### src/design/assert_macros.svh
// Assertion macros used by the top-level design file.
`ifndef ASSERT_MACROS_SVH
`define ASSERT_MACROS_SVH

// Antecedent implies the consequent in the same cycle.
`define ASSERT_SAME(label, clk, rst_n, ante, cons) \
    label: assert property (@(posedge clk) disable iff (!rst_n) (ante) |-> (cons)) \
        else $error("same-cycle implication failed");

// Antecedent implies the consequent in the next cycle.
`define ASSERT_NEXT(label, clk, rst_n, ante, cons) \
    label: assert property (@(posedge clk) disable iff (!rst_n) (ante) |=> (cons)) \
        else $error("next-cycle implication failed");

`endif

### src/design/dllm_pkg.sv
// Types and constants shared by the linked list manager modules.
package dllm_pkg;

    localparam int REQ_W    = 2;
    localparam int NODE_W   = 4;
    localparam int STATUS_W = 2;

    typedef enum logic [REQ_W-1:0] {
        REQ_ATTACH_HEAD = 2'd0,
        REQ_ATTACH_TAIL = 2'd1,
        REQ_DETACH_HEAD = 2'd2,
        REQ_DETACH_NODE = 2'd3
    } req_t;

    typedef enum logic [STATUS_W-1:0] {
        ST_OK          = 2'd0,
        ST_EMPTY       = 2'd1,
        ST_NOT_IN_LIST = 2'd2,
        ST_ATTACHED    = 2'd3
    } status_t;

    typedef enum logic {
        STATE_IDLE = 1'b0,
        STATE_EXEC = 1'b1
    } state_t;

    typedef struct packed {
        logic capture;
        logic commit;
    } dllm_cmd_t;

    typedef struct packed {
        logic out_full;
    } dllm_stat_t;

endpackage

### src/design/dllm_ctrl.sv
// Request sequencer: link read on transfer, update and result once output is free.
module dllm_ctrl (
    input  logic                  clk,
    input  logic                  rst_n,
    input  logic                  in_valid,
    input  logic                  out_ready,
    input  dllm_pkg::dllm_stat_t  stat,
    output logic                  in_ready,
    output dllm_pkg::dllm_cmd_t   cmd
);
    import dllm_pkg::*;

    state_t state_reg;
    state_t state_next;

    always_ff @(posedge clk or negedge rst_n)
    begin
        if (!rst_n)
        begin
            state_reg <= STATE_IDLE;
        end
        else
        begin
            state_reg <= state_next;
        end
    end

    always_comb
    begin
        state_next  = state_reg;
        in_ready    = 1'b0;
        cmd.capture = 1'b0;
        cmd.commit  = 1'b0;
        unique case (state_reg)
            STATE_IDLE:
            begin
                in_ready    = 1'b1;
                cmd.capture = in_valid;
                if (in_valid)
                begin
                    state_next = STATE_EXEC;
                end
            end
            STATE_EXEC:
            begin
                // The result register must be free, or be emptied this cycle.
                cmd.commit = !stat.out_full || out_ready;
                if (cmd.commit)
                begin
                    state_next = STATE_IDLE;
                end
            end
            default:
            begin
                state_next = STATE_IDLE;
            end
        endcase
    end

endmodule

### src/design/dllm_dpath.sv
// Head and tail registers, link memories and the result register.
module dllm_dpath #(
    parameter int POOL_NODES = 16
) (
    input  logic                              clk,
    input  logic                              rst_n,
    input  dllm_pkg::dllm_cmd_t               cmd,
    output dllm_pkg::dllm_stat_t              stat,
    input  logic [dllm_pkg::REQ_W-1:0]        req_type,
    input  logic [dllm_pkg::NODE_W-1:0]       node_index,
    input  logic                              out_ready,
    output logic                              out_valid,
    output logic [dllm_pkg::NODE_W-1:0]       result_node,
    output logic [dllm_pkg::STATUS_W-1:0]     status,
    output logic                              list_empty
);
    import dllm_pkg::*;

    // Only nodes that the request field can name ever enter the list.
    localparam int NODE_SPAN   = 1 << NODE_W;
    localparam int STORE_NODES = (POOL_NODES < NODE_SPAN) ? POOL_NODES : NODE_SPAN;
    localparam int LINK_W      = $clog2(STORE_NODES);
    localparam int DEPTH       = 1 << LINK_W;

    // List ends.
    logic              head_v_reg, head_v_next;
    logic [LINK_W-1:0] head_idx_reg, head_idx_next;
    logic              tail_v_reg, tail_v_next;
    logic [LINK_W-1:0] tail_idx_reg, tail_idx_next;

    // Link valid bits and link index memories.
    logic              next_v_reg [DEPTH];
    logic              prev_v_reg [DEPTH];
    logic [LINK_W-1:0] next_mem   [DEPTH];
    logic [LINK_W-1:0] prev_mem   [DEPTH];
    logic [LINK_W-1:0] rd_next_reg;
    logic [LINK_W-1:0] rd_prev_reg;

    // Captured request.
    req_t              req_reg;
    logic [NODE_W-1:0] node_reg;
    logic [LINK_W-1:0] addr_reg;
    logic              in_pool_reg;
    logic [LINK_W-1:0] rd_addr;

    // Result register.
    logic                out_valid_reg;
    logic [NODE_W-1:0]   result_node_reg;
    status_t             status_reg;
    logic                list_empty_reg;

    // Update controls computed in the execute cycle.
    logic              nx_we, nx_wv, pv_we, pv_wv;
    logic [LINK_W-1:0] nx_waddr, nx_wdata, pv_waddr, pv_wdata;
    logic              nx_clr, pv_clr;
    logic              do_unlink;
    logic              cur_nv, cur_pv, attached;
    logic [NODE_W-1:0] res_node;
    status_t           res_status;

    assign rd_addr = (req_t'(req_type) == REQ_DETACH_HEAD) ? head_idx_reg
                                                           : node_index[LINK_W-1:0];

    assign cur_nv   = next_v_reg[addr_reg];
    assign cur_pv   = prev_v_reg[addr_reg];
    assign attached = cur_nv || cur_pv || (head_v_reg && (head_idx_reg == addr_reg));

    always_comb
    begin
        head_v_next   = head_v_reg;
        head_idx_next = head_idx_reg;
        tail_v_next   = tail_v_reg;
        tail_idx_next = tail_idx_reg;
        nx_we = 1'b0; nx_wv = 1'b0; nx_waddr = addr_reg; nx_wdata = addr_reg;
        pv_we = 1'b0; pv_wv = 1'b0; pv_waddr = addr_reg; pv_wdata = addr_reg;
        nx_clr     = 1'b0;
        pv_clr     = 1'b0;
        do_unlink  = 1'b0;
        res_node   = node_reg;
        res_status = ST_OK;
        unique case (req_reg)
            REQ_ATTACH_HEAD:
            begin
                if (!in_pool_reg)
                begin
                    res_status = ST_NOT_IN_LIST;
                end
                else if (attached)
                begin
                    res_status = ST_ATTACHED;
                end
                else
                begin
                    nx_we    = 1'b1;
                    nx_waddr = addr_reg;
                    nx_wv    = head_v_reg;
                    nx_wdata = head_idx_reg;
                    pv_clr   = 1'b1;
                    if (head_v_reg)
                    begin
                        pv_we    = 1'b1;
                        pv_waddr = head_idx_reg;
                        pv_wv    = 1'b1;
                        pv_wdata = addr_reg;
                    end
                    else
                    begin
                        tail_v_next   = 1'b1;
                        tail_idx_next = addr_reg;
                    end
                    head_v_next   = 1'b1;
                    head_idx_next = addr_reg;
                end
            end
            REQ_ATTACH_TAIL:
            begin
                if (!in_pool_reg)
                begin
                    res_status = ST_NOT_IN_LIST;
                end
                else if (attached)
                begin
                    res_status = ST_ATTACHED;
                end
                else
                begin
                    pv_we    = 1'b1;
                    pv_waddr = addr_reg;
                    pv_wv    = tail_v_reg;
                    pv_wdata = tail_idx_reg;
                    nx_clr   = 1'b1;
                    if (tail_v_reg)
                    begin
                        nx_we    = 1'b1;
                        nx_waddr = tail_idx_reg;
                        nx_wv    = 1'b1;
                        nx_wdata = addr_reg;
                    end
                    else
                    begin
                        head_v_next   = 1'b1;
                        head_idx_next = addr_reg;
                    end
                    tail_v_next   = 1'b1;
                    tail_idx_next = addr_reg;
                end
            end
            REQ_DETACH_HEAD:
            begin
                if (!head_v_reg)
                begin
                    res_status = ST_EMPTY;
                    res_node   = '0;
                end
                else
                begin
                    res_node  = NODE_W'(head_idx_reg);
                    do_unlink = 1'b1;
                end
            end
            REQ_DETACH_NODE:
            begin
                if (!head_v_reg)
                begin
                    res_status = ST_EMPTY;
                end
                else if (!in_pool_reg)
                begin
                    res_status = ST_NOT_IN_LIST;
                end
                else if (!cur_pv && (head_idx_reg != addr_reg))
                begin
                    res_status = ST_NOT_IN_LIST;
                end
                else
                begin
                    do_unlink = 1'b1;
                end
            end
            default:
            begin
                res_status = ST_OK;
            end
        endcase

        if (do_unlink)
        begin
            // Splice the neighbors together and leave the node with null links.
            nx_clr = 1'b1;
            pv_clr = 1'b1;
            if (cur_nv)
            begin
                pv_we    = 1'b1;
                pv_waddr = rd_next_reg;
                pv_wv    = cur_pv;
                pv_wdata = rd_prev_reg;
            end
            else
            begin
                tail_v_next   = cur_pv;
                tail_idx_next = rd_prev_reg;
            end
            if (cur_pv)
            begin
                nx_we    = 1'b1;
                nx_waddr = rd_prev_reg;
                nx_wv    = cur_nv;
                nx_wdata = rd_next_reg;
            end
            else
            begin
                head_v_next   = cur_nv;
                head_idx_next = rd_next_reg;
            end
        end
    end

    always_ff @(posedge clk or negedge rst_n)
    begin
        if (!rst_n)
        begin
            head_v_reg    <= 1'b0;
            tail_v_reg    <= 1'b0;
            out_valid_reg <= 1'b0;
            for (int i = 0; i < DEPTH; i++)
            begin
                next_v_reg[i] <= 1'b0;
                prev_v_reg[i] <= 1'b0;
            end
        end
        else
        begin
            if (cmd.commit)
            begin
                head_v_reg <= head_v_next;
                tail_v_reg <= tail_v_next;
                if (nx_clr)
                begin
                    next_v_reg[addr_reg] <= 1'b0;
                end
                if (nx_we)
                begin
                    next_v_reg[nx_waddr] <= nx_wv;
                end
                if (pv_clr)
                begin
                    prev_v_reg[addr_reg] <= 1'b0;
                end
                if (pv_we)
                begin
                    prev_v_reg[pv_waddr] <= pv_wv;
                end
            end
            if (cmd.commit)
            begin
                out_valid_reg <= 1'b1;
            end
            else if (out_ready)
            begin
                out_valid_reg <= 1'b0;
            end
        end
    end

    always_ff @(posedge clk)
    begin
        if (cmd.capture)
        begin
            req_reg     <= req_t'(req_type);
            node_reg    <= node_index;
            addr_reg    <= rd_addr;
            in_pool_reg <= (int'(node_index) < POOL_NODES);
        end
        if (cmd.commit)
        begin
            head_idx_reg    <= head_idx_next;
            tail_idx_reg    <= tail_idx_next;
            result_node_reg <= res_node;
            status_reg      <= res_status;
            list_empty_reg  <= !head_v_next;
        end
    end

    always_ff @(posedge clk)
    begin
        if (cmd.capture)
        begin
            rd_next_reg <= next_mem[rd_addr];
        end
        if (cmd.commit && nx_we)
        begin
            next_mem[nx_waddr] <= nx_wdata;
        end
    end

    always_ff @(posedge clk)
    begin
        if (cmd.capture)
        begin
            rd_prev_reg <= prev_mem[rd_addr];
        end
        if (cmd.commit && pv_we)
        begin
            prev_mem[pv_waddr] <= pv_wdata;
        end
    end

    assign stat.out_full = out_valid_reg;
    assign out_valid     = out_valid_reg;
    assign result_node   = result_node_reg;
    assign status        = status_reg;
    assign list_empty    = list_empty_reg;

endmodule

### src/design/doubly_linked_list_manager.sv
// Top level of the doubly linked list manager: sequencer plus link datapath.
//
// Usage: the input channel (in_valid/in_ready) carries one request per transfer,
// req_type and node_index. Each request gives exactly one result transfer on the
// output channel (out_valid/out_ready): result_node, status and list_empty.
// A request runs in a read step and an update step: on the input transfer the node's next
// and previous links are read from the link memories; in the execute state, once the result
// register is free, the neighbor links and the head and tail registers are updated and the result register is loaded.
// The result is registered: out_valid rises after the update step has loaded the result
// register. A new request is not taken while one is still in its update step, as each
// request makes a single read-then-write pass through the link memories.
// The input channel is ready again as soon as the result is loaded, so a request
// may be accepted while the previous result is still waiting to be taken. If the
// receiver stalls, the second request waits in its update cycle until the result
// register is emptied, and in_ready stays low meanwhile.
// Reset clears the head and tail valid bits and every link valid bit, so the list
// starts empty; the block accepts requests in the first cycle after reset.
module doubly_linked_list_manager #(
    parameter int POOL_NODES = 16
) (
    input  logic                              clk,
    input  logic                              rst_n,
    input  logic                              in_valid,
    output logic                              in_ready,
    input  logic [dllm_pkg::REQ_W-1:0]        req_type,
    input  logic [dllm_pkg::NODE_W-1:0]       node_index,
    output logic                              out_valid,
    input  logic                              out_ready,
    output logic [dllm_pkg::NODE_W-1:0]       result_node,
    output logic [dllm_pkg::STATUS_W-1:0]     status,
    output logic                              list_empty
);
    import dllm_pkg::*;

    `include "assert_macros.svh"

    dllm_cmd_t  cmd;
    dllm_stat_t stat;

    // The sequencer owns the handshake timing; the datapath owns the list state and the result register.
    dllm_ctrl u_ctrl (
        .clk       (clk),
        .rst_n     (rst_n),
        .in_valid  (in_valid),
        .out_ready (out_ready),
        .stat      (stat),
        .in_ready  (in_ready),
        .cmd       (cmd)
    );

    dllm_dpath #(
        .POOL_NODES (POOL_NODES)
    ) u_dpath (
        .clk         (clk),
        .rst_n       (rst_n),
        .cmd         (cmd),
        .stat        (stat),
        .req_type    (req_type),
        .node_index  (node_index),
        .out_ready   (out_ready),
        .out_valid   (out_valid),
        .result_node (result_node),
        .status      (status),
        .list_empty  (list_empty)
    );

    // A request is never captured and committed in the same cycle.
    `ASSERT_SAME(a_no_capture_commit, clk, rst_n, cmd.capture, !cmd.commit)
    // After a request is captured the block is busy with its update cycle.
    `ASSERT_NEXT(a_busy_after_capture, clk, rst_n, cmd.capture, !in_ready)
    // Every committed request shows a result in the next cycle.
    `ASSERT_NEXT(a_commit_gives_result, clk, rst_n, cmd.commit, out_valid)
    // A result taken with no new commit leaves the result register empty.
    `ASSERT_NEXT(a_drain_empties, clk, rst_n,
        out_valid && out_ready && !cmd.commit, !out_valid)

endmodule

### config.mk
export PLATFORM = sky130hd
export DESIGN_NAME = doubly_linked_list_manager
export DESIGN_NICKNAME = d
export VERILOG_FILES = /design/src/design/dllm_pkg.sv /design/src/design/dllm_ctrl.sv /design/src/design/dllm_dpath.sv /design/src/design/doubly_linked_list_manager.sv
export VERILOG_INCLUDE_DIRS = /design/src /design/src/design
export SDC_FILE = /design/constraint.sdc
export NUM_CORES = 1
export LEC_CHECK = 0
export BUFFER_PORTS_ARGS = -buffer_cell sky130_fd_sc_hd__buf_2
export CAP_MARGIN = 20
export CORE_MARGIN = 3
export CORE_UTILIZATION = 33
export DETAILED_ROUTE_END_ITERATION = 12
export GPL_ROUTABILITY_DRIVEN = 1
export MAX_ROUTING_LAYER = met4
export PLACE_DENSITY = 0.49
export SLEW_MARGIN = 20
export SYNTH_ARGS = -nofsm -noshare
export SYNTH_HDL_FRONTEND = slang
export SYNTH_SLANG_ARGS = --single-unit
### constraint.sdc
create_clock -name clk -period 10.9 [get_ports clk]
set_input_delay 0.545 -clock clk [delete_from_list [all_inputs] [get_ports clk]]
set_output_delay 0.545 -clock clk [all_outputs]
set_load 0.01 [all_outputs]
==> flow_results.org, run 1 <==
** Logic synthesis
- The average instance in the mapped netlist occupies 11.27 um2.
- Sequential cells were found to cover slightly below 60% of the synthesized design area.
- In the synthesized netlist, the number of instances is about 850.
- Post-synth top area cell :: sky130_fd_sc_hd__edfxtp_1
- Async SR Flop Fraction :: 18.27%
- Counting flops with a built-in enable in the synthesized netlist gives about 160.
- Post-synthesis cell type count :: 74
- Number of synthesis warnings :: 0
- Mapped cell area :: 9610 um2
- Synthesis produced a netlist with a net count of 863.
- Counting instances in the post-synthesis netlist gives the leading cell types as 176 x sky130_fd_sc_hd__nand2_1, 161 x sky130_fd_sc_hd__edfxtp_1, 47 x sky130_fd_sc_hd__nor2_1.
- Top-area cell type share of the netlist area :: 50.31%
- Sorting the synthesized cells by area gives the leading types as sky130_fd_sc_hd__edfxtp_1 50%, sky130_fd_sc_hd__dfrtp_1 9.4%, sky130_fd_sc_hd__nand2_1 6.9%.
- Flop and latch count out of synthesis :: 197
- By instance count, the leading cell after synthesis is sky130_fd_sc_hd__nand2_1.
- The most used flip-flop cell after synthesis is sky130_fd_sc_hd__edfxtp_1.

** Route
- Once detail routing completed, the nets flagged for antenna violations numbered 0.
- The first detailed-routing pass ran for 5 iterations.
- After the first detailed-routing iteration, the DRC count stood at 544.
- Residual DRC count :: 0
- Via count :: 6844
- Final routed wirelength across all metal layers :: 27260 um
- After detailed routing, the number of vias per cell comes to 5.502.
- Per-cell routed wire length :: 21.91 um

** GRT
- Entering global routing, the biggest net connects 65 pins.
- The number of global-route vias before repair came to roughly 7k.
- Global routing used 18.24% of the available tracks across all layers.
- First-pass GRT wire length :: 41860 um
- Global route total overflow :: 0
- The initial antenna violation count was 0.

** Min path
- Path category of the worst min-delay check :: input pin to asynchronous set/reset pin

** Flow run
- Max_cap viols :: 0

** Critical path
- Endpoint class of the critical path :: flip-flop
- The worst setup path is launched from a flip-flop.
- Counting cells, the worst reg-to-reg path comes to 7.
- The startpoint identified for the worst register-to-register timing path is u_dpath.addr_reg[3].
- The most critical setup path has its startpoint at u_dpath.addr_reg[3].
- The setup path with the least slack is of type flip-flop to flip-flop.
- Slack of the worst reg-to-reg path :: 6.52 ns
- Data on the critical path is required at its endpoint by 10.98 ns.
- At the worst endpoint, the arrival time is ~4.5 ns.
- Critical Path Fanout Max :: 16
- End of the worst register-to-register path :: u_dpath.next_mem[12][3]

** Placed design
- At the end of routability-driven placement, the weighted congestion stood at 0.9082.
- Placed inst area :: 10110 um2
- The HPWL after detailed placement is 18350 um.
- Input and output buffers added on the ports amount to 18.

** Clock tree
- Post CTS Setup Buffer Count :: 0
- Number of gates resized after cts :: 0
- The clock passes through at most 2 buffers.
- For this design, the sink count on the clock tree is 197.
- The tree is rooted in a sky130_fd_sc_hd__clkbuf_16.
- After clock tree synthesis, the flow added hold-fix buffers numbering 0.
- Clock slew at the register clock pins of the worst setup and hold paths :: ~0.080 ns
- Max H-tree Level :: 4
- Number of buffers inserted during clock tree synthesis :: 17
- Clock insertion delay at the later pin of the skew report :: 0.44 ns
- TritonCTS built the clock tree.

** Cells and area
- Across the whole layout, storage elements account for 5736 um2.
- Largest registers :: u_dpath.next_mem: 64 flops, u_dpath.prev_mem: 64 flops
- In the final layout, the share of cells above drive strength 1 is 13.28%.
- Number of nets in the finished design :: 863
- After routing the design area is 10720 um2.
- The number of antenna diodes in the final layout is 0.
- The layout has 2790 filler cells.
- Multi-input gate area in the final layout :: about 3700 um2
- Relative to the synthesized area, the layout overhead comes to 11.56%.

** Die
- The floorplan step defined a core boundary enclosing 28240 um2.
- The floorplan step set the die width to 176.7 um.
- The floorplan step defined a die boundary enclosing ~31000 um2.
- 19 I/O pins were placed.
- Number of core rows :: between 60 and 70
- Die Span Y :: 176.7 um
- Once the floorplan was initialized, standard cells occupied 34.03% of the core.

** Timing
- Number of failing hold endpoints at the final stage :: 0
- Of the available clock period, the critical path in the final layout requires 40.22%.
- Peak clock frequency supported by timing :: approximately 0.23 GHz
- Setup violations remaining at the end of the flow were counted as 0.
- Measured against its own limit, the worst slew margin works out to 38.48%.
- Summed over all failing endpoints, the final setup total negative slack is 0 ns.
- The final max-slew violation count came to 0.
- Actual transition at the worst max-transition pin :: 0.9228 ns
- Tmin final :: 4.384 ns
- RSZ-0062 raised after global routing :: false
- On the final layout, the worst clock skew is around 0.017 ns.

** Pwr
- In this run the static leakage power is 0.003725 uW.
- Maximum vdd ir drop :: 0.1199 mV
- Power density normalized to cell area :: 247.6 nW/um2

** Status
- Run status :: complete, no violations
cell families after synthesis:
kind of cell | synth area share, %
multiplexers | 6.835
AO/OA/AOI/OAI | 12.98
XOR/XNOR | 0.3645
flip-flops | 59.68
buffers and inverters | 2.773
AND/OR/NAND/NOR | 17.37
stage by stage:
step | setup slack (ns) | instances | util, % | power (uW) | hold slack, ns
after detailed placement | 6.601 | 1212 | 35.79 | 2028 | 0.5030
after CTS | 6.580 | 1244 | 37.94 | 2664 | 0.2516
final | 6.516 | 1244 | 37.97 | 2655 | 0.2258
after global routing | 6.274 | 1244 | 37.97 | 2792 | 0.2695
after global placement | 6.685 | 1212 | 35.78 | 2030 | 0.4854
after floorplan | 7.184 | 853 | - | 1691 | 0.2494
worst max-delay path, cell delays in order (launching register included):
cell	delay, ns
sky130_fd_sc_hd__edfxtp_1	0.82
sky130_fd_sc_hd__clkinv_1	0.50
sky130_fd_sc_hd__mux4_2	0.45
sky130_fd_sc_hd__and2_0	0.73
sky130_fd_sc_hd__nor2_1	0.13
sky130_fd_sc_hd__mux2_2	0.33
sky130_fd_sc_hd__or4_4	0.54
sky130_fd_sc_hd__nor4_2	0.52
power by group:
group | switching [uW] | internal (uW)
logic | 614 | 274
clock network | 324 | 311
registers | 117 | 1010
total | 1060 | 1600
final cells by class:
class / instances / share of cell area (%)
repair buffers: 32 / 1.821
well taps: 378 / 4.411
clock inverters: 15 / 1.680
clock buffers: 17 / 3.968
multi-input cells: 592 / 34.17
flip-flops and latches: 197 / 53.50
inverters: 13 / 0.4551
metal layers:
metal | track usage, % | vias up | wire length (um)
met5 | - | - | 0
met4 | 3.797 | 0 | 445
met1 | 24.56 | 3407 | 12640
met3 | 3.539 | 33 | 1321
met2 | 29.02 | 210 | 12850
li1 | - | 3194 | -
cell usage in the layout, fill, tap and decap left out, drive strengths merged, types with 19 or more instances in the layout:
cell,synthesis,final
a21oi,40,40
a311oi,24,24
buf,8,32
dfrtp,36,36
edfxtp,161,161
mux2i,45,45
nand2,179,179
nand3,40,40
nor2,48,48
o21ai,39,39
o22ai,19,19
how the worst max path moves through the flow:
| stage | end | slack, ns | depth (start not counted) |
|---|---|---|---|
| 2_1_floorplan | u_dpath.next_mem[12][0] | 7.18 | 8 |
| 3_3_place_gp | u_dpath.next_mem[12][0] | 6.69 | 7 |
| 3_5_place_dp | u_dpath.next_mem[12][0] | 6.60 | 7 |
| 4_1_cts | u_dpath.next_mem[12][3] | 6.58 | 7 |
| 5_1_grt | u_dpath.next_mem[12][2] | 6.27 | 7 |
| 6_report | u_dpath.next_mem[12][3] | 6.52 | 7 |
No activity file was read; power rests on OpenSTA's default activity.
==> run 2, diff against run 1 <==
--- a/config.mk
+++ b/config.mk
@@ -13,7 +13,7 @@
 export DETAILED_ROUTE_END_ITERATION = 12
 export GPL_ROUTABILITY_DRIVEN = 1
 export MAX_ROUTING_LAYER = met4
-export PLACE_DENSITY = 0.49
+export PLACE_DENSITY = 0.51
 export SLEW_MARGIN = 20
 export SYNTH_ARGS = -nofsm -noshare
 export SYNTH_HDL_FRONTEND = slang
==> constraint.sdc (replaced) <==
create_clock -name clk -period 3.9 [get_ports clk]
set_input_delay 0.195 -clock clk [delete_from_list [all_inputs] [get_ports clk]]
set_output_delay 0.195 -clock clk [all_outputs]
set_load 0.01 [all_outputs]
==> flow_results.org, run 2 (same netlist as run 1, synthesis figures left out) <==
** GRT
- The maximum number of pins on one net before global-route repair was 65 (unchanged).
- The initial antenna violation count was 0 (unchanged).
- The wire length of the first global-routing pass was 43500 um (+3.9%).
- Global route total overflow :: 0 (unchanged)
- The global-route total usage across every layer is 18.95% (+0.71 points).
- Number of global-route vias before repair :: 7000 (+2.3%)

** Critical path
- STA classifies the critical path endpoint as a flip-flop.
- Family with the most delay on the worst path :: simple AND/OR/NAND/NOR gates
- Critical Path Fanout Max :: 5 (-11)
- The worst setup path is of the flip-flop to flip-flop kind.
- Slowest library cell on the worst path :: sky130_fd_sc_hd__mux4_2
- The critical path's largest stage delay is 0.58 ns (-0.24 ns).
- Launching element type of the critical path :: flip-flop
- Count of buffering cells on the critical path with inverters included :: 0 (-1)
- The critical path goes through mux4_2, mux2_4, or4b_4, a21boi_4, mux2_2, or4_4, nor4_4.
- CP required :: 3.99 ns (-6.99 ns)
- Data arrival, critical path :: 3.89 ns (-0.57 ns)

** Die
- I/O Pins :: 19 (unchanged)
- The total die area came to 31210 um2 (unchanged).
- Floorplan die width :: 176.7 um (unchanged)
- The core area came to 28240 um2 (unchanged).
- Starting utilization of the core area :: 34.03% (unchanged)
- The die height came to 176.7 um (unchanged).
- Number of core rows :: 61 (unchanged)

** Placed design
- Number of port buffers :: 18 (unchanged)
- The placed wire-length estimate after detailed placement was 19470 um (+6.1%).
- The global placement routability congestion was 0.9038 (-0.48%).

** Timing
- The final max-slew violation count is 0 (unchanged).
- The slew of the pin with the lowest slew margin is 1.083 ns (+0.1603 ns).
- The worst setup skew after layout is 0.01574 ns (-0.001518 ns).
- The total setup violations reported at the end of the flow was 0 (unchanged).
- Tmin final :: 3.795 ns (-0.5888 ns)
- The part of the cycle the worst path needs is 97.31% (+57 points).
- Final TNS setup :: 0 ns (unchanged)
- The maximum frequency from static timing analysis came to 0.2635 GHz (+16%).
- Max-slew headroom at the worst pin :: 27.47% (-11 points)
- The number of failing hold endpoints at the final stage came to 0 (unchanged).

** Clock tree
- The number of buffers inserted during clock tree synthesis was 17 (unchanged).
- The post-CTS clock slew at the launch and capture registers of the worst setup and hold paths came to 0.09 ns (about the same).
- Max clock buf depth :: 2 (unchanged)
- Clock sink count :: 197 (unchanged)
- Max H-tree Level :: 4 (unchanged)
- CTS root buf :: sky130_fd_sc_hd__clkbuf_16
- The clock latency on the worst-skew pair is 0.44 ns (about the same).
- Clock tree from TritonCTS :: built

** Pwr
- Maximum vdd ir drop :: 0.3223 mV (+170%)
- Power density normalized to cell area :: 688.4 nW/um2 (+180%)
- Static leakage :: 0.003991 uW (+7.2%)

** Flow run
- The count of max-cap constraint violations is 0 (unchanged).

** Status
- The flow ran to the end, and the final reports show no timing, DRC or antenna violations.

** Cells and area
- Compared with the post-synthesis result, the final layout area differs by 16.07%.
- The final net count is 919 (+6.5%).
- Ratio of cells with drive above 1 in the final layout :: 17.25% (+4.0 points)
- Largest registers :: u_dpath.next_mem: 64 flops, u_dpath.prev_mem: 64 flops
- The top cell types in the final layout, fill and taps aside, are 176 x sky130_fd_sc_hd__nand2_1, 161 x sky130_fd_sc_hd__edfxtp_1, 61 x sky130_fd_sc_hd__buf_4.
- Diodes inserted :: 0 (unchanged)
- The final standard cell utilization of the core came to 39.50% (+1.5 points).
- Most common cell after layout, fill and taps aside :: sky130_fd_sc_hd__nand2_1

** Route
- Via count :: 7036 (+2.8%)
- Antenna-violating nets left :: 0 (unchanged)
- The post-detailed-routing wire length came to 28320 um (+3.9%).
- The iteration count of the initial detailed-routing pass is 5 (unchanged).
- Per-cell routed wire length :: 21.79 um (-0.56%)
- Residual DRC count :: 0 (unchanged)
- The via count normalized by instance count was 5.412 (-1.6%).
- The detailed router's first-iteration violation count came to 635 (+17%).

** Min path
- Path category of the worst min-delay check :: input pin to flip-flop
[run 2: timing repair]
item	in CTS	in global routing
setup buffers	0	2
resized for setup	0	1
hold buffers	8	0
endpoints found under the setup margin	0	24
hold endpoints to repair	43	0
[run 2: final timing paths]
path | from | end | slack, ns | depth (start not counted)
worst max-delay path | u_dpath.addr_reg[0] | u_dpath.next_mem[14][2] | 0.11 | 7
worst min-delay path | out_ready | u_dpath.out_valid | 0.03 | 3
worst max register to register | u_dpath.addr_reg[0] | u_dpath.next_mem[14][2] | 0.11 | 7
worst min register to register | u_dpath.out_valid | u_dpath.out_valid | 0.52 | 2
max in group asynchronous | rst_n | u_dpath.prev_v_reg[2] | 2.87 | 2
min in group asynchronous | rst_n | u_dpath.out_valid | 0.43 | 2
[run 2: area by class of cell]
class / instances / area, um2
fill: 2777 / 17090
clock buffer: 17 / 425.4
sequential: 197 / 5736
timing repair buffer: 88 / 639.4
multi-input combinational: 592 / 3643
tap: 378 / 473.0
clock inverter: 15 / 188.9
inverter: 13 / 48.80
[run 2: layer usage]
| layer | GRT usage [%] | part of all wire [%] | vias to the layer above |
|---|---|---|---|
| li1 | - | - | 3300 |
| met1 | 26.05 | 47 | 3490 |
| met2 | 29.42 | 46 | 209 |
| met3 | 2.939 | 4.8 | 37 |
| met4 | 5.237 | 2.0 | 0 |
| met5 | - | 0 | - |
[run 2: power by group]
group | leakage, uW | internal [uW] | switching [uW]
Combinational | 0.00174 | 937 | 1840
Sequential | 0.00195 | 2830 | 233
Clock | 0.000300 | 888 | 947
Total | 0.00399 | 4660 | 3020
[run 2: through the flow]
stage	setup slack (ns)	std cells	area, um2	hold WS (ns)	total power (uW)
floorplan	0.1841	853	9610	-0.1006	4726
global placement	0.1447	1258	10440	0.3799	5854
detailed placement	0.08697	1258	10440	0.3852	5856
CTS	0.06170	1298	11140	0.009075	7700
global route	-0.02107	1300	11150	0.04188	8059
finish	0.1051	1300	11150	0.02553	7679
[run 2: tightest hold or removal path, cell delays in order]
cell and delay [ns]:
sky130_fd_sc_hd__buf_2 0.07, sky130_fd_sc_hd__nand2b_1 0.11, sky130_fd_sc_hd__nand2_1 0.06
